### src/rtl/core/pap_pkg.sv
`timescale 1ns / 1ps

package pap_pkg;

    // Window and sample sizing
    localparam int WINDOW_LENGTH = 10;
    localparam int SAMPLE_BITS   = 12;
    localparam int POS_W         = $clog2(WINDOW_LENGTH);
    localparam int SUM_W         = SAMPLE_BITS + $clog2(WINDOW_LENGTH);

    // Exact divide by the window length: floor(x * RECIP_MULT >> RECIP_SHIFT)
    localparam int RECIP_SHIFT   = SUM_W + $clog2(WINDOW_LENGTH);
    localparam int RECIP_W       = SUM_W + 1;
    localparam longint RECIP_MULT =
        ((64'd1 << RECIP_SHIFT) + WINDOW_LENGTH - 1) / WINDOW_LENGTH;
    localparam int MEAN_PROD_W   = SUM_W + RECIP_W;

    // Register file
    localparam int TIMER_W   = 10;
    localparam int CFG_W     = 12;
    localparam int CFG_IDX_W = 3;
    localparam int BAT_W     = 12;
    localparam int PCT_W     = 7;
    localparam int CMP_W     = ((SAMPLE_BITS > CFG_W) ? SAMPLE_BITS : CFG_W) + 1;

    localparam logic [TIMER_W-1:0] TIMER_MAX = '1;

    localparam logic [TIMER_W-1:0] RST_SAMPLE_INTERVAL   = 10'd10;
    localparam logic [TIMER_W-1:0] RST_APPROACH_INTERVAL = 10'd100;
    localparam logic [CFG_W-1:0]   RST_APPROACH_MARGIN   = 12'd5;
    localparam logic [TIMER_W-1:0] RST_NEAR_HALF_PERIOD  = 10'd125;
    localparam logic [TIMER_W-1:0] RST_FAR_HALF_PERIOD   = 10'd250;
    localparam logic [CFG_W-1:0]   RST_FRONT_LOW_LIMIT   = 12'd930;
    localparam logic [CFG_W-1:0]   RST_FRONT_HIGH_LIMIT  = 12'd3970;

    // Bargraph scaling, Q16
    localparam int PCT_MAX      = 100;
    localparam int Q_SHIFT      = 16;
    localparam int BAT_PROD_W   = 14 + BAT_W;
    localparam int FRONT_PROD_W = (SAMPLE_BITS + 12 > 22) ? SAMPLE_BITS + 12 : 22;
    localparam logic [BAT_W-1:0]        BAT_LOW      = 12'd3102;
    localparam logic [BAT_W-1:0]        BAT_HIGH     = 12'd3723;
    localparam logic [BAT_PROD_W-1:0]   BAT_GAIN     = BAT_PROD_W'(10562);
    localparam logic [BAT_PROD_W-1:0]   BAT_OFFSET   = BAT_PROD_W'(32768000);
    localparam logic [FRONT_PROD_W-1:0] FRONT_GAIN   = FRONT_PROD_W'(2163);
    localparam logic [FRONT_PROD_W-1:0] FRONT_OFFSET = FRONT_PROD_W'(2011300);

    typedef enum logic [CFG_IDX_W-1:0] {
        REG_SAMPLE_INTERVAL   = 3'd0,
        REG_APPROACH_INTERVAL = 3'd1,
        REG_APPROACH_MARGIN   = 3'd2,
        REG_NEAR_HALF_PERIOD  = 3'd3,
        REG_FAR_HALF_PERIOD   = 3'd4,
        REG_FRONT_LOW_LIMIT   = 3'd5,
        REG_FRONT_HIGH_LIMIT  = 3'd6
    } reg_idx_t;

    typedef struct packed {
        logic [TIMER_W-1:0] sample_interval;
        logic [TIMER_W-1:0] approach_interval;
        logic [CFG_W-1:0]   approach_margin;
        logic [TIMER_W-1:0] near_half_period;
        logic [TIMER_W-1:0] far_half_period;
        logic [CFG_W-1:0]   front_low_limit;
        logic [CFG_W-1:0]   front_high_limit;
    } cfg_t;

    // Item after the window stage
    typedef struct packed {
        logic [SUM_W-1:0] sum;
        logic [BAT_W-1:0] battery;
        logic             near_zone;
        logic             far_zone;
        logic             horn;
    } win_item_t;

    // Item after the detect stage
    typedef struct packed {
        logic [SAMPLE_BITS-1:0] mean;
        logic                   approaching;
        logic                   beeper;
        logic [BAT_W-1:0]       battery;
    } det_item_t;

    typedef struct packed {
        logic [TIMER_W-1:0] count;
        logic               fire;
    } timer_t;

    // Saturating interval timer: fire and restart once the count reaches the interval
    function automatic timer_t timer_step(input logic [TIMER_W-1:0] count,
                                          input logic [TIMER_W-1:0] interval);
        timer_t             res;
        logic [TIMER_W-1:0] inc;
        inc = (count < TIMER_MAX) ? count + 1'b1 : count;
        if (inc >= interval) begin
            res.count = '0;
            res.fire  = 1'b1;
        end else begin
            res.count = inc;
            res.fire  = 1'b0;
        end
        return res;
    endfunction

endpackage

### src/rtl/core/pap_cfg.sv
`timescale 1ns / 1ps

module pap_cfg
    import pap_pkg::*;
(
    input  logic                 aclk,
    input  logic                 aresetn,
    input  logic                 cfg_write,
    input  logic [CFG_IDX_W-1:0] cfg_index,
    input  logic [CFG_W-1:0]     cfg_wdata,
    output cfg_t                 cfg
);

    cfg_t cfg_reg;

    always_ff @(posedge aclk) begin
        if (!aresetn) begin
            cfg_reg.sample_interval   <= RST_SAMPLE_INTERVAL;
            cfg_reg.approach_interval <= RST_APPROACH_INTERVAL;
            cfg_reg.approach_margin   <= RST_APPROACH_MARGIN;
            cfg_reg.near_half_period  <= RST_NEAR_HALF_PERIOD;
            cfg_reg.far_half_period   <= RST_FAR_HALF_PERIOD;
            cfg_reg.front_low_limit   <= RST_FRONT_LOW_LIMIT;
            cfg_reg.front_high_limit  <= RST_FRONT_HIGH_LIMIT;
        end else if (cfg_write) begin
            case (reg_idx_t'(cfg_index))
                REG_SAMPLE_INTERVAL:   cfg_reg.sample_interval   <= cfg_wdata[TIMER_W-1:0];
                REG_APPROACH_INTERVAL: cfg_reg.approach_interval <= cfg_wdata[TIMER_W-1:0];
                REG_APPROACH_MARGIN:   cfg_reg.approach_margin   <= cfg_wdata;
                REG_NEAR_HALF_PERIOD:  cfg_reg.near_half_period  <= cfg_wdata[TIMER_W-1:0];
                REG_FAR_HALF_PERIOD:   cfg_reg.far_half_period   <= cfg_wdata[TIMER_W-1:0];
                REG_FRONT_LOW_LIMIT:   cfg_reg.front_low_limit   <= cfg_wdata;
                REG_FRONT_HIGH_LIMIT:  cfg_reg.front_high_limit  <= cfg_wdata;
                default: ;
            endcase
        end
    end

    assign cfg = cfg_reg;

endmodule

### src/rtl/core/pap_window.sv
`timescale 1ns / 1ps

module pap_window
    import pap_pkg::*;
(
    input  logic                   aclk,
    input  logic                   aresetn,
    input  logic                   advance,
    input  logic                   in_valid,
    input  logic [SAMPLE_BITS-1:0] in_front,
    input  logic [BAT_W-1:0]       in_battery,
    input  logic                   in_near,
    input  logic                   in_far,
    input  logic                   in_horn,
    input  logic [TIMER_W-1:0]     sample_interval,
    output logic                   win_valid,
    output win_item_t              win_item
);

    typedef struct packed {
        logic [SAMPLE_BITS-1:0] front;
        logic [BAT_W-1:0]       battery;
        logic                   near_zone;
        logic                   far_zone;
        logic                   horn;
    } in_item_t;

    logic                   in_valid_reg;
    in_item_t               in_item_reg;
    logic [SAMPLE_BITS-1:0] ring_reg [WINDOW_LENGTH];
    logic [POS_W-1:0]       pos_reg, pos_next;
    logic [TIMER_W-1:0]     elapsed_reg;
    logic [SUM_W-1:0]       sum_reg, sum_next;
    logic                   win_valid_reg;
    win_item_t              win_item_reg;
    timer_t                 tm;
    logic                   work;
    logic                   store;

    assign work  = advance && in_valid_reg;
    assign tm    = timer_step(elapsed_reg, sample_interval);
    assign store = work && tm.fire;

    // Running sum: drop the entry being overwritten, add the new sample
    always_comb begin
        sum_next = sum_reg;
        pos_next = pos_reg;
        if (tm.fire) begin
            sum_next = sum_reg - SUM_W'(ring_reg[pos_reg]) + SUM_W'(in_item_reg.front);
            pos_next = (pos_reg == POS_W'(WINDOW_LENGTH - 1)) ? '0 : pos_reg + 1'b1;
        end
    end

    always_ff @(posedge aclk) begin
        if (!aresetn) begin
            in_valid_reg  <= 1'b0;
            win_valid_reg <= 1'b0;
            pos_reg       <= '0;
            elapsed_reg   <= '0;
            sum_reg       <= '0;
            for (int i = 0; i < WINDOW_LENGTH; i++) begin
                ring_reg[i] <= '0;
            end
        end else begin
            if (advance) begin
                in_valid_reg  <= in_valid;
                win_valid_reg <= in_valid_reg;
            end
            if (work) begin
                elapsed_reg <= tm.count;
                sum_reg     <= sum_next;
                pos_reg     <= pos_next;
            end
            if (store) begin
                ring_reg[pos_reg] <= in_item_reg.front;
            end
        end
    end

    always_ff @(posedge aclk) begin
        if (advance) begin
            in_item_reg.front     <= in_front;
            in_item_reg.battery   <= in_battery;
            in_item_reg.near_zone <= in_near;
            in_item_reg.far_zone  <= in_far;
            in_item_reg.horn      <= in_horn;
            win_item_reg.sum       <= sum_next;
            win_item_reg.battery   <= in_item_reg.battery;
            win_item_reg.near_zone <= in_item_reg.near_zone;
            win_item_reg.far_zone  <= in_item_reg.far_zone;
            win_item_reg.horn      <= in_item_reg.horn;
        end
    end

    assign win_valid = win_valid_reg;
    assign win_item  = win_item_reg;

endmodule

### src/rtl/core/pap_detect.sv
`timescale 1ns / 1ps

module pap_detect
    import pap_pkg::*;
(
    input  logic      aclk,
    input  logic      aresetn,
    input  logic      advance,
    input  logic      win_valid,
    input  win_item_t win_item,
    input  cfg_t      cfg,
    output logic      det_valid,
    output det_item_t det_item
);

    localparam logic [RECIP_W-1:0] RECIP = RECIP_W'(RECIP_MULT);

    logic [MEAN_PROD_W-1:0] mean_prod;
    logic [SAMPLE_BITS-1:0] mean;
    logic [SAMPLE_BITS-1:0] prev_avg_reg;
    logic [TIMER_W-1:0]     appr_elapsed_reg;
    logic [TIMER_W-1:0]     beep_elapsed_reg, beep_elapsed_next;
    logic                   beeper_reg, beeper_next;
    logic                   approaching;
    logic                   det_valid_reg;
    det_item_t              det_item_reg;
    timer_t                 appr_tm;
    timer_t                 beep_tm;
    logic [TIMER_W-1:0]     half;
    logic                   work;
    logic                   rear;
    logic                   ahead;

    assign work      = advance && win_valid;
    assign mean_prod = MEAN_PROD_W'(win_item.sum) * MEAN_PROD_W'(RECIP);
    assign mean      = mean_prod[RECIP_SHIFT +: SAMPLE_BITS];

    assign appr_tm     = timer_step(appr_elapsed_reg, cfg.approach_interval);
    assign approaching = appr_tm.fire &&
        (CMP_W'(mean) > CMP_W'(prev_avg_reg) + CMP_W'(cfg.approach_margin));

    assign half    = win_item.near_zone ? cfg.near_half_period : cfg.far_half_period;
    assign beep_tm = timer_step(beep_elapsed_reg, half);
    assign rear    = !win_item.far_zone;
    assign ahead   = (CMP_W'(mean) >= CMP_W'(cfg.front_low_limit)) && approaching;

    // Horn holds the beeper on; its timer keeps counting but never fires
    always_comb begin
        beep_elapsed_next = beep_elapsed_reg;
        beeper_next       = beeper_reg;
        if (win_item.horn) begin
            if (beep_elapsed_reg < TIMER_MAX) begin
                beep_elapsed_next = beep_elapsed_reg + 1'b1;
            end
            beeper_next = 1'b1;
        end else begin
            beep_elapsed_next = beep_tm.count;
            if (beep_tm.fire) begin
                beeper_next = (rear || ahead) ? !beeper_reg : 1'b0;
            end
        end
    end

    always_ff @(posedge aclk) begin
        if (!aresetn) begin
            det_valid_reg    <= 1'b0;
            prev_avg_reg     <= '0;
            appr_elapsed_reg <= '0;
            beep_elapsed_reg <= '0;
            beeper_reg       <= 1'b0;
        end else begin
            if (advance) begin
                det_valid_reg <= win_valid;
            end
            if (work) begin
                appr_elapsed_reg <= appr_tm.count;
                if (appr_tm.fire) begin
                    prev_avg_reg <= mean;
                end
                beep_elapsed_reg <= beep_elapsed_next;
                beeper_reg       <= beeper_next;
            end
        end
    end

    always_ff @(posedge aclk) begin
        if (advance) begin
            det_item_reg.mean        <= mean;
            det_item_reg.approaching <= approaching;
            det_item_reg.beeper      <= beeper_next;
            det_item_reg.battery     <= win_item.battery;
        end
    end

    assign det_valid = det_valid_reg;
    assign det_item  = det_item_reg;

endmodule

### src/rtl/core/pap_bar.sv
`timescale 1ns / 1ps

module pap_bar
    import pap_pkg::*;
(
    input  logic                   aclk,
    input  logic                   aresetn,
    input  logic                   advance,
    input  logic                   det_valid,
    input  det_item_t              det_item,
    input  cfg_t                   cfg,
    output logic                   out_valid,
    output logic [SAMPLE_BITS-1:0] out_average,
    output logic                   out_approaching,
    output logic                   out_beeper,
    output logic [PCT_W-1:0]       out_percent
);

    localparam int FRONT_Q_W = FRONT_PROD_W - Q_SHIFT;
    localparam int BAT_Q_W   = BAT_PROD_W - Q_SHIFT;

    logic [FRONT_PROD_W-1:0] front_prod, front_diff;
    logic [BAT_PROD_W-1:0]   bat_prod, bat_diff;
    logic [FRONT_Q_W-1:0]    front_q;
    logic [BAT_Q_W-1:0]      bat_q;
    logic [PCT_W-1:0]        front_pct, bat_pct, pct;

    logic                   valid_reg;
    logic [SAMPLE_BITS-1:0] average_reg;
    logic                   approaching_reg;
    logic                   beeper_reg;
    logic [PCT_W-1:0]       percent_reg;

    assign front_prod = FRONT_GAIN * FRONT_PROD_W'(det_item.mean);
    assign front_diff = front_prod - FRONT_OFFSET;
    assign front_q    = front_diff[FRONT_PROD_W-1:Q_SHIFT];

    assign bat_prod = BAT_GAIN * BAT_PROD_W'(det_item.battery);
    assign bat_diff = bat_prod - BAT_OFFSET;
    assign bat_q    = bat_diff[BAT_PROD_W-1:Q_SHIFT];

    always_comb begin
        // front proximity: negative gives empty, clamp at full
        if (front_prod < FRONT_OFFSET) begin
            front_pct = '0;
        end else if (front_q > FRONT_Q_W'(PCT_MAX)) begin
            front_pct = PCT_W'(PCT_MAX);
        end else begin
            front_pct = front_q[PCT_W-1:0];
        end

        // battery: between the limits the product stays above the offset
        if (det_item.battery <= BAT_LOW) begin
            bat_pct = '0;
        end else if (det_item.battery >= BAT_HIGH) begin
            bat_pct = PCT_W'(PCT_MAX);
        end else if (bat_q > BAT_Q_W'(PCT_MAX)) begin
            bat_pct = PCT_W'(PCT_MAX);
        end else begin
            bat_pct = bat_q[PCT_W-1:0];
        end

        // low limit wins when the limits cross
        if (CMP_W'(det_item.mean) <= CMP_W'(cfg.front_low_limit)) begin
            pct = '0;
        end else if (CMP_W'(det_item.mean) > CMP_W'(cfg.front_high_limit)) begin
            pct = bat_pct;
        end else begin
            pct = front_pct;
        end
    end

    always_ff @(posedge aclk) begin
        if (!aresetn) begin
            valid_reg <= 1'b0;
        end else if (advance) begin
            valid_reg <= det_valid;
        end
    end

    always_ff @(posedge aclk) begin
        if (advance) begin
            average_reg     <= det_item.mean;
            approaching_reg <= det_item.approaching;
            beeper_reg      <= det_item.beeper;
            percent_reg     <= pct;
        end
    end

    assign out_valid       = valid_reg;
    assign out_average     = average_reg;
    assign out_approaching = approaching_reg;
    assign out_beeper      = beeper_reg;
    assign out_percent     = percent_reg;

endmodule

### src/rtl/core/parking_assist_proximity.sv
`timescale 1ns / 1ps
// Parking-assist proximity: one input item per millisecond tick carries the
// front distance and battery converter readings, the rear zone flags and the
// horn button; one result item per tick gives the ring average of the front
// readings, the approach flag, the beeper level and the bargraph percent.
// Input channel s_valid/s_ready, result channel m_valid/m_ready. Registers
// are written through cfg_write/cfg_index/cfg_wdata; the user must write
// them only while no item is in flight, which the block does not enforce.
// Four register stages: input register, window sum, detection (average,
// approach, beeper), bargraph and result register. One item per cycle is
// sustained while m_ready is high, set by the single pipeline enable.
// When the receiver stalls, the whole pipeline holds and s_ready drops once
// the result register is full; nothing is lost or repeated.
// Reset is synchronous: it clears the averaging ring, all timers, the
// previous average and the beeper, and loads the register defaults.

module parking_assist_proximity
    import pap_pkg::*;
(
    input  logic                   aclk,
    input  logic                   aresetn,
    input  logic                   cfg_write,
    input  logic [CFG_IDX_W-1:0]   cfg_index,
    input  logic [CFG_W-1:0]       cfg_wdata,
    input  logic                   s_valid,
    output logic                   s_ready,
    input  logic [SAMPLE_BITS-1:0] s_front_sample,
    input  logic [BAT_W-1:0]       s_battery_sample,
    input  logic                   s_near_zone,
    input  logic                   s_far_zone,
    input  logic                   s_horn_pressed,
    output logic                   m_valid,
    input  logic                   m_ready,
    output logic [SAMPLE_BITS-1:0] m_front_average,
    output logic                   m_approaching,
    output logic                   m_beeper_on,
    output logic [PCT_W-1:0]       m_bar_percent
);

    cfg_t      cfg;
    logic      advance;
    logic      win_valid;
    win_item_t win_item;
    logic      det_valid;
    det_item_t det_item;

    // advance every stage whenever the result register is free or being taken
    assign advance = !m_valid || m_ready;
    assign s_ready = advance;

    pap_cfg u_cfg (
        .aclk      (aclk),
        .aresetn   (aresetn),
        .cfg_write (cfg_write),
        .cfg_index (cfg_index),
        .cfg_wdata (cfg_wdata),
        .cfg       (cfg)
    );

    pap_window u_window (
        .aclk            (aclk),
        .aresetn         (aresetn),
        .advance         (advance),
        .in_valid        (s_valid),
        .in_front        (s_front_sample),
        .in_battery      (s_battery_sample),
        .in_near         (s_near_zone),
        .in_far          (s_far_zone),
        .in_horn         (s_horn_pressed),
        .sample_interval (cfg.sample_interval),
        .win_valid       (win_valid),
        .win_item        (win_item)
    );

    pap_detect u_detect (
        .aclk      (aclk),
        .aresetn   (aresetn),
        .advance   (advance),
        .win_valid (win_valid),
        .win_item  (win_item),
        .cfg       (cfg),
        .det_valid (det_valid),
        .det_item  (det_item)
    );

    pap_bar u_bar (
        .aclk            (aclk),
        .aresetn         (aresetn),
        .advance         (advance),
        .det_valid       (det_valid),
        .det_item        (det_item),
        .cfg             (cfg),
        .out_valid       (m_valid),
        .out_average     (m_front_average),
        .out_approaching (m_approaching),
        .out_beeper      (m_beeper_on),
        .out_percent     (m_bar_percent)
    );

`ifndef NO_ASSERTIONS
    a_bar_in_range: assert property (@(posedge aclk) disable iff (!aresetn)
        m_valid |-> (m_bar_percent <= PCT_W'(PCT_MAX)))
        else $error("bar percent above full scale");

    a_bar_empty_below_low: assert property (@(posedge aclk) disable iff (!aresetn)
        (m_valid && (CMP_W'(m_front_average) <= CMP_W'(cfg.front_low_limit)))
            |-> (m_bar_percent == '0))
        else $error("bar not empty at or below low limit");

    a_approach_needs_rise: assert property (@(posedge aclk) disable iff (!aresetn)
        (m_valid && m_approaching)
            |-> (CMP_W'(m_front_average) > CMP_W'(cfg.approach_margin)))
        else $error("approach flagged without average above margin");
`endif

endmodule

### config.mk
export PLATFORM = sky130hd
export DESIGN_NAME = parking_assist_proximity
export DESIGN_NICKNAME = d
export VERILOG_FILES = /design/src/rtl/core/pap_pkg.sv /design/src/rtl/core/pap_cfg.sv /design/src/rtl/core/pap_window.sv /design/src/rtl/core/pap_detect.sv /design/src/rtl/core/pap_bar.sv /design/src/rtl/core/parking_assist_proximity.sv
export SDC_FILE = /design/constraint.sdc
export NUM_CORES = 1
export LEC_CHECK = 0
export ABC_AREA = 0
export CORE_MARGIN = 2
export CORE_UTILIZATION = 55
export CTS_CLUSTER_SIZE = 10
export DETAILED_ROUTE_END_ITERATION = 6
export DONT_BUFFER_PORTS = 1
export PLACE_DENSITY = 0.72
export SLEW_MARGIN = 40
export SYNTH_ARGS = -nofsm -noshare
export SYNTH_HDL_FRONTEND = slang
export SYNTH_SLANG_ARGS = --single-unit
### constraint.sdc
create_clock -name aclk -period 11.3 [get_ports aclk]
set_input_delay 0.565 -clock aclk [delete_from_list [all_inputs] [get_ports aclk]]
set_output_delay 0.565 -clock aclk [all_outputs]
set_load 0.1 [all_outputs]
==> results by group, run 1 <==
Outcome
  • Status: complete, no violations

Global routing
  • Largest net degree at the start of global routing: 69
  • Overall Global Routing Usage: 0.240
  • First-pass GRT wire length: 108 mm
  • Initial antenna violation count: 0
  • Grt ovf: 0
  • Vias in the first global route: 21.1k

Synthesis
  • Synth Register Bits: 444
  • Post-synthesis cell count: 2,810
  • Mapped cell area: 29,900 µm²
  • Ys async rst share: 0
  • Synthesized area per cell: 10.6 µm²
  • Post-synthesis sequential area ratio: 0.397
  • Syn nets: 3,366
  • EDFF count, synth: 297
  • Synth warnings: 0
  • Synth Flop Type: edfxtp_1
  • Library cells used by synthesis: 99

Pwr
  • Share of total power in combinational logic: 0.281
  • Flop pwr share: 0.391
  • Leakage power: 14.6 nW
  • Tot Pwr: 4.78 mW
  • NetSw: 1.55 mW
  • Switching Share: 0.324
  • Clock power share: 0.328
  • Pwr Density: 147 nW/µm²
  • Worst VDD drop: 149 µV
  • P_int: 3.24 mW

Routing
  • WL/cell: 18.7 µm
  • DR iter-0 viols: 1,354
  • Post-DRT Antenna Nets: 0
  • Routed vias/inst: 5.78
  • Drc violations: 0
  • DR pass1 iterations: 6
  • Detailed Route WL: 66.7 mm
  • Routed vias: 20.6k

Final layout
  • Diode count: 0
  • Share of cells above drive strength 1: 0.0698
  • Area Growth Syn to Fin: 8.76%
  • Nets: 3,380
  • Largest register FFs: 192

CTS
  • TritonCTS clock tree: built
  • Clk_lat worst skew: 650 ps
  • Clk root buf: clkbuf_16
  • Max Buffers Root-to-Sink: 3
  • Num Clock Sinks: 444
  • Cts bufs inserted: 52
  • Clk slew on worst S/H paths: 60 ps
  • Post-CTS setup buffers: 0
  • Post-cts sizing count: 0
  • H-Tree Depth: 2

Job
  • Max-capacitance violation count: 0

Setup path
  • CP dominant cell by count: fa_1
  • CP peak stage delay: 550 ps
  • Data required time of the worst path: 11,650 ps
  • Crit path DAT: 8100 ps
  • FF-to-FF setup slack: 3550 ps
  • Worst path top cell family by delay: adder cells
  • Crit-path slowest cell: fa_1
  • Startpoint Class: flop
  • Critical path type: flop to flop
  • Bufs and invs on worst path: 4
  • Worst setup EP type: flop
  • Crit Path Max Fanout: 6

Floorplan
  • Full die area: 56,200 µm²
  • IO Pins: 70
  • Site row count: 85
  • Die W: 237 µm
  • Core area: 53,700 µm²
  • Die boundary height: 237 µm
  • Initial core utilization: 0.556

Timing
  • Clock Skew: 59.1 ps
  • Crit share post-route: 0.686
  • Min Tclk post-route: 7750 ps
  • Final Hold Viols: 0
  • Final setup vio count: 0
  • Unrepaired setup endpoints after global routing: no
  • Rel. slew slack: 0.404
  • Worst Tran Pin Value: 896 ps
  • Post-route setup TNS: 0 ps
  • Worst setup margin: 3550 ps
  • FMAX: 129 MHz
  • Max Slew Vio Count: 0

Placement
  • Detail Placement HPWL: 50.5 mm
  • Post-placement worst setup slack: 3610 ps
  • Port bufs: 0
  • Placer Congestion: 0.898

Hold path
  • Hold Crit Class: input port to flop
metal layers:
layer  vias to the layer above  routed length [µm]  GRT usage
met4                         0                1470     0.0660
met3                       112                3650     0.0338
met1                     10100               28100      0.308
met2                       580               33500      0.425
met5                         -                   0          0
li1                       9792                   -          -
final cells by class:
type	instances	area, µm²
timing repair buffer	35	377
sequential	444	11900
fill	4224	21200
inverter	427	1610
tap	696	871
clock inverter	7	139
multi-input combinational	1864	16200
clock buffer	88	1460
path summary, 6_finish.rpt:
kind / startpoint / to / cells after the start
hold / removal: s_near_zone / u_window.in_item_reg[2]$_DFFE_PN_ / 0
setup / recovery: u_window.win_item[19]$_DFFE_PN_ / u_detect.det_item[12]$_DFFE_PN_ / 26
hold reg to reg: u_window.win_item[5]$_DFFE_PN_ / u_detect.det_item[2]$_DFFE_PN_ / 0
setup reg to reg: u_window.win_item[19]$_DFFE_PN_ / u_detect.det_item[12]$_DFFE_PN_ / 26
worst register-to-register path, cell delays in order, from the launching register on:
cell	delay [ps]
edfxtp_1	530
ha_1	430
fa_1	520
fa_1	550
inv_1	60
fa_1	530
inv_1	50
fa_1	530
inv_1	50
fa_1	520
inv_1	40
ha_1	340
and4_1	250
and2_1	160
a32oi_1	180
o21a_1	210
o21bai_2	120
a21oi_1	240
o21bai_1	130
a21oi_1	200
xnor2_1	150
ha_1	340
nand3_1	120
or4_1	530
o41ai_1	430
a2111o_1	250
o21ai_1	60
power groups by stage:
stage,combinational (mW),clock [mW],sequential (mW)
final,1.35,1.57,1.87
after global routing,1.52,1.66,1.88
after CTS,1.34,1.59,1.87
after detailed placement,1.33,0,1.91
after global placement,1.27,0,1.92
after floorplan,1.04,0,1.90
cell usage after synthesis, types with 10 or more instances:
cell	count	area [µm²]
nor3_1	30	150
o21ai_0	62	310
a21oi_1	156	781
o21ai_1	10	50.1
fa_1	143	2860
nand4_1	21	131
clkbuf_1	63	236
inv_1	426	1600
xnor2_1	47	412
a31oi_1	10	62.6
nand2b_1	21	131
dfxtp_1	147	2940
a21o_1	30	225
edfxtp_1	297	8920
ha_1	366	4580
nor2_1	168	631
nand2_1	314	1180
mux4_2	60	1350
mux2i_1	12	120
and3_1	30	188
o21a_1	22	165
nor2b_1	26	163
nand3_1	60	300
nor4_1	15	93.8
xor2_1	37	324
and2_1	25	156
o211ai_1	26	195
through the flow:
step	hold slack [ps]	instance area [µm²]	std cells	utilization
after detailed placement	405	30800	3455	0.573
after CTS	12.0	32500	3560	0.604
after global placement	400	30600	3450	0.570
after global routing	17.1	32500	3561	0.605
after floorplan	400	29900	2810	-
final	34.9	32500	3561	0.605
logic make-up after synthesis:
kind of cell    synth area share
fa+ha+maj                  0.250
buf+inv                   0.0634
mux                       0.0520
compound gates            0.0968
xor+xnor                  0.0252
flops                      0.397
simple gates               0.115
timing repair:
item | in CTS | in global routing
hold buffers | 10 | 0
endpoints found under the setup margin | 0 | 0
hold endpoints to repair | 10 | 0
placed cells by master (no fill, tap or decap), types with 10 or more instances in the layout:
master,n
and3_1,30
nor2b_1,26
nor4_1,15
xor2_1,37
clkbuf_16,53
ha_1,366
mux4_2,60
inv_1,425
nand3_1,59
o21a_1,22
nand4_1,21
nor3_1,28
nand2b_1,20
dfxtp_1,143
buf_4,18
dlygate4sd3_1,10
edfxtp_1,297
a21o_1,30
xnor2_1,47
a21oi_1,156
o21ai_0,62
and2_1,25
nand2_1,314
mux2i_1,12
fa_1,143
a31oi_1,10
o211ai_1,26
nor2_1,166
clkbuf_1,34
Note: power is estimated with default switching activity, not from simulation.
==> run 2: changes to the inputs <==
--- a/config.mk
+++ b/config.mk
@@ -5,7 +5,7 @@
 export SDC_FILE = /design/constraint.sdc
 export NUM_CORES = 1
 export LEC_CHECK = 0
-export ABC_AREA = 0
+export ABC_AREA = 1
 export CORE_MARGIN = 2
 export CORE_UTILIZATION = 55
 export CTS_CLUSTER_SIZE = 10
==> constraint.sdc (replaced) <==
create_clock -name aclk -period 7.8 [get_ports aclk]
set_input_delay 0.39 -clock aclk [delete_from_list [all_inputs] [get_ports aclk]]
set_output_delay 0.39 -clock aclk [all_outputs]
set_load 0.1 [all_outputs]
==> run 2 against run 1 <==
Sequential cell count stayed put. Via count is 12% higher. Power is 60% higher. Worst hold slack worse by 17 ps. Clock skew is 5.4 ps lower. Clock power is 43% higher. Critical endpoint unchanged. Register-to-register slack worse by 2800 ps. Sequential share of layout area is 1.7 points lower. Worst setup slack worse by 2800 ps. Largest cell class unchanged. Non-clock buffer count is 39 higher. Area after synthesis is 3.9% higher.
==> results by group, run 2 <==
Global routing
  • Largest net degree at the start of global routing: 82
  • Gr busiest metal: met2
  • M3 GR Usage: 0.0330
  • GR Layer Usage met2: 0.409
  • Vias in the first global route: 22.3k
  • First-pass GRT wire length: 114 mm
  • M1 GR Usage: 0.321
  • Initial antenna violation count: 3
  • Overall Global Routing Usage: 0.243
  • Grt ovf: 0

Routing
  • Detailed Route WL: 71.2 mm
  • Post-DRT Antenna Nets: 0
  • DR iter-0 viols: 1,671
  • Routed vias/inst: 5.32
  • Drc violations: 0
  • WL/cell: 16.4 µm
  • Routed vias: 23.1k
  • DR pass1 iterations: 5

Timing
  • Rel. slew slack: 0.403
  • Final setup vio count: 0
  • Max Slew Vio Count: 0
  • Post-route setup TNS: 0 ps
  • FMAX: 142 MHz
  • Final Hold Viols: 0
  • Worst Tran Pin Value: 897 ps
  • Worst setup margin: 752 ps
  • Crit share post-route: 0.904
  • Fin Hold WS: 18.3 ps
  • Unrepaired setup endpoints after global routing: no
  • Min Tclk post-route: 7050 ps
  • Clock Skew: 53.7 ps

CTS
  • Clk root buf: clkbuf_16
  • TritonCTS clock tree: built
  • Num Clock Sinks: 444
  • Clk_lat worst skew: 630 ps
  • Post-CTS Hold Fix Bufs: 51
  • Cts bufs inserted: 52
  • H-Tree Depth: 2
  • Max Buffers Root-to-Sink: 3
  • Post-cts sizing count: 0
  • Clk slew on worst S/H paths: 60 ps
  • Post-CTS setup buffers: 0

Final layout
  • Commonest non-fill, non-tap cell in the layout: inv_1
  • Nets: 4,091
  • Area Growth Syn to Fin: 9.89%
  • Largest register FFs: 192
  • Share of cells above drive strength 1: 0.0425
  • Most frequent cells in the layout: inv_1 (664), nand2_1 (553), ha_1 (366)
  • Finished Layout Cells: 4,334

Setup path
  • Crit path to: u_detect.det_item[12]$_DFFE_PN_
  • Crit path DAT: 7380 ps
  • Reg-to-reg endpoint: u_detect.det_item[12]$_DFFE_PN_
  • R2R depth: 32
  • CP dominant cell by count: nand2_1
  • CP peak stage delay: 540 ps
  • FF-to-FF setup slack: 750 ps
  • Startpoint Class: flop
  • Data required time of the worst path: 8130 ps
  • Worst setup EP type: flop
  • R2r startpoint: u_window.win_item[19]$_DFFE_PN_
  • Worst setup startpoint: u_window.win_item[19]$_DFFE_PN_
  • Crit-path slowest cell: fa_1
  • Critical path type: flop to flop
  • Crit Path Max Fanout: 6

Synthesis
  • Mapped cell area: 31,000 µm²
  • Synth warnings: 0
  • Yosys top cell area share: 0.287
  • Top cells by area, synth: edfxtp_1 (29%), ha_1 (15%), dfxtp_1 (9.5%)
  • Synth top cells by count: inv_1 (666), nand2_1 (554), ha_1 (366)
  • Synthesized area per cell: 8.90 µm²
  • Syn nets: 4,042
  • Post-synthesis sequential area ratio: 0.382
  • Most common cell in the netlist: inv_1
  • Post-synthesis cell count: 3,486
  • Cell taking the most area after synthesis: edfxtp_1
  • Ys async rst share: 0
  • EDFF count, synth: 297
  • Synth Flop Type: edfxtp_1
  • Library cells used by synthesis: 51
  • Synth Register Bits: 444

Placement
  • Port bufs: 0
  • Post-placement worst setup slack: 826 ps
  • Placer Congestion: 0.929
  • Detail Placement HPWL: 52.5 mm
  • Dpl cells: 4,185

Floorplan
  • Full die area: 58,300 µm²
  • Die W: 242 µm
  • Die boundary height: 242 µm
  • Initial core utilization: 0.553
  • Core area: 56,100 µm²
  • Site row count: 87
  • IO Pins: 70

Pwr
  • Clock power share: 0.292
  • Share of total power in combinational logic: 0.349
  • Pwr Density: 225 nW/µm²
  • Flop pwr share: 0.358
  • Switching Share: 0.369
  • Leakage power: 16.2 nW
  • P_int: 4.84 mW
  • NetSw: 2.83 mW
  • Worst VDD drop: 201 µV

Outcome
  • Status: complete, no violations

Hold path
  • Hold Crit Depth: 2
  • Hold Crit Class: input port to flop

Job
  • Max-capacitance violation count: 0
run 2: cell count changes after synthesis, moves of 46 or more:
cell,delta
nor2_1,+156
a21oi_1,+64
nand2_1,+240
mux2i_1,+46
inv_1,+240
o21ai_0,+123
o211ai_1,+47
nand3_1,+57
mux4_2,-60
run 2: worst min-delay path by stage:
stage,from,endpoint,slack [ps]
6_report,cfg_wdata[2],u_cfg.cfg[2]$_SDFFE_PN0P_,20
3_5_place_dp,u_window.win_item[13]$_DFFE_PN_,u_detect.det_item[10]$_DFFE_PN_,400
4_1_cts,cfg_wdata[2],u_cfg.cfg[2]$_SDFFE_PN0P_,3
3_3_place_gp,u_window.in_item_reg[13]$_DFFE_PN_,u_window.win_item[13]$_DFFE_PN_,400
5_1_grt,cfg_wdata[2],u_cfg.cfg[2]$_SDFFE_PN0P_,30
2_1_floorplan,u_detect.det_item[13]$_DFFE_PN_,u_bar.out_approaching$_DFFE_PN_,400
run 2: power by group through the flow:
stage          Clock [mW]  Combinational (mW)  Sequential, mW
2_1_floorplan           0                2.04            2.80
3_3_place_gp            0                2.51            2.84
3_5_place_dp            0                2.62            2.81
4_1_cts              2.28                2.68            2.76
5_1_grt              2.38                3.10            2.76
6_report             2.24                2.68            2.75
run 2: critical path: cells and delay by family (launching register included):
family                   cells  cell delay (ps)
AO/OA/AOI/OAI                2              460
adder cells (fa/ha/maj)      8             3730
flip-flops                   1              500
buffers and inverters        6              370
XOR/XNOR                     1              230
AND/OR/NAND/NOR             15             1470
run 2: cell families after synthesis:
kind of cell | after synthesis | share of synthesized area
AO/OA/AOI/OAI | 550 | 0.101
XOR/XNOR | 62 | 0.0184
adder cells (fa/ha/maj) | 509 | 0.240
buffers and inverters | 758 | 0.0920
flip-flops | 444 | 0.382
multiplexers | 58 | 0.0187
AND/OR/NAND/NOR | 1105 | 0.148
run 2: cell type report:
cell class,count,area [µm²]
multi-input combinational,2284,16300
fill,4804,22000
inverter,679,2550
antenna,2,5.00
sequential,444,11900
clock inverter,7,108
tap,756,946
timing repair buffer,74,826
clock buffer,88,1460
run 2: stage by stage:
| step | cell area [µm²] | utilization | power [mW] |
|---|---|---|---|
| finish | 34100 | 0.608 | 7.67 |
| global route | 34100 | 0.608 | 8.24 |
| CTS | 34100 | 0.607 | 7.71 |
| detailed placement | 32000 | 0.570 | 5.42 |
| global placement | 31800 | 0.567 | 5.34 |
| floorplan | 31000 | - | 4.85 |
run 2: per-layer routing:
metal | vias to the layer above | part of all wire
met5 | - | 0.00014
met3 | 147 | 0.056
li1 | 11500 | -
met2 | 595 | 0.47
met4 | 2 | 0.035
met1 | 10800 | 0.44
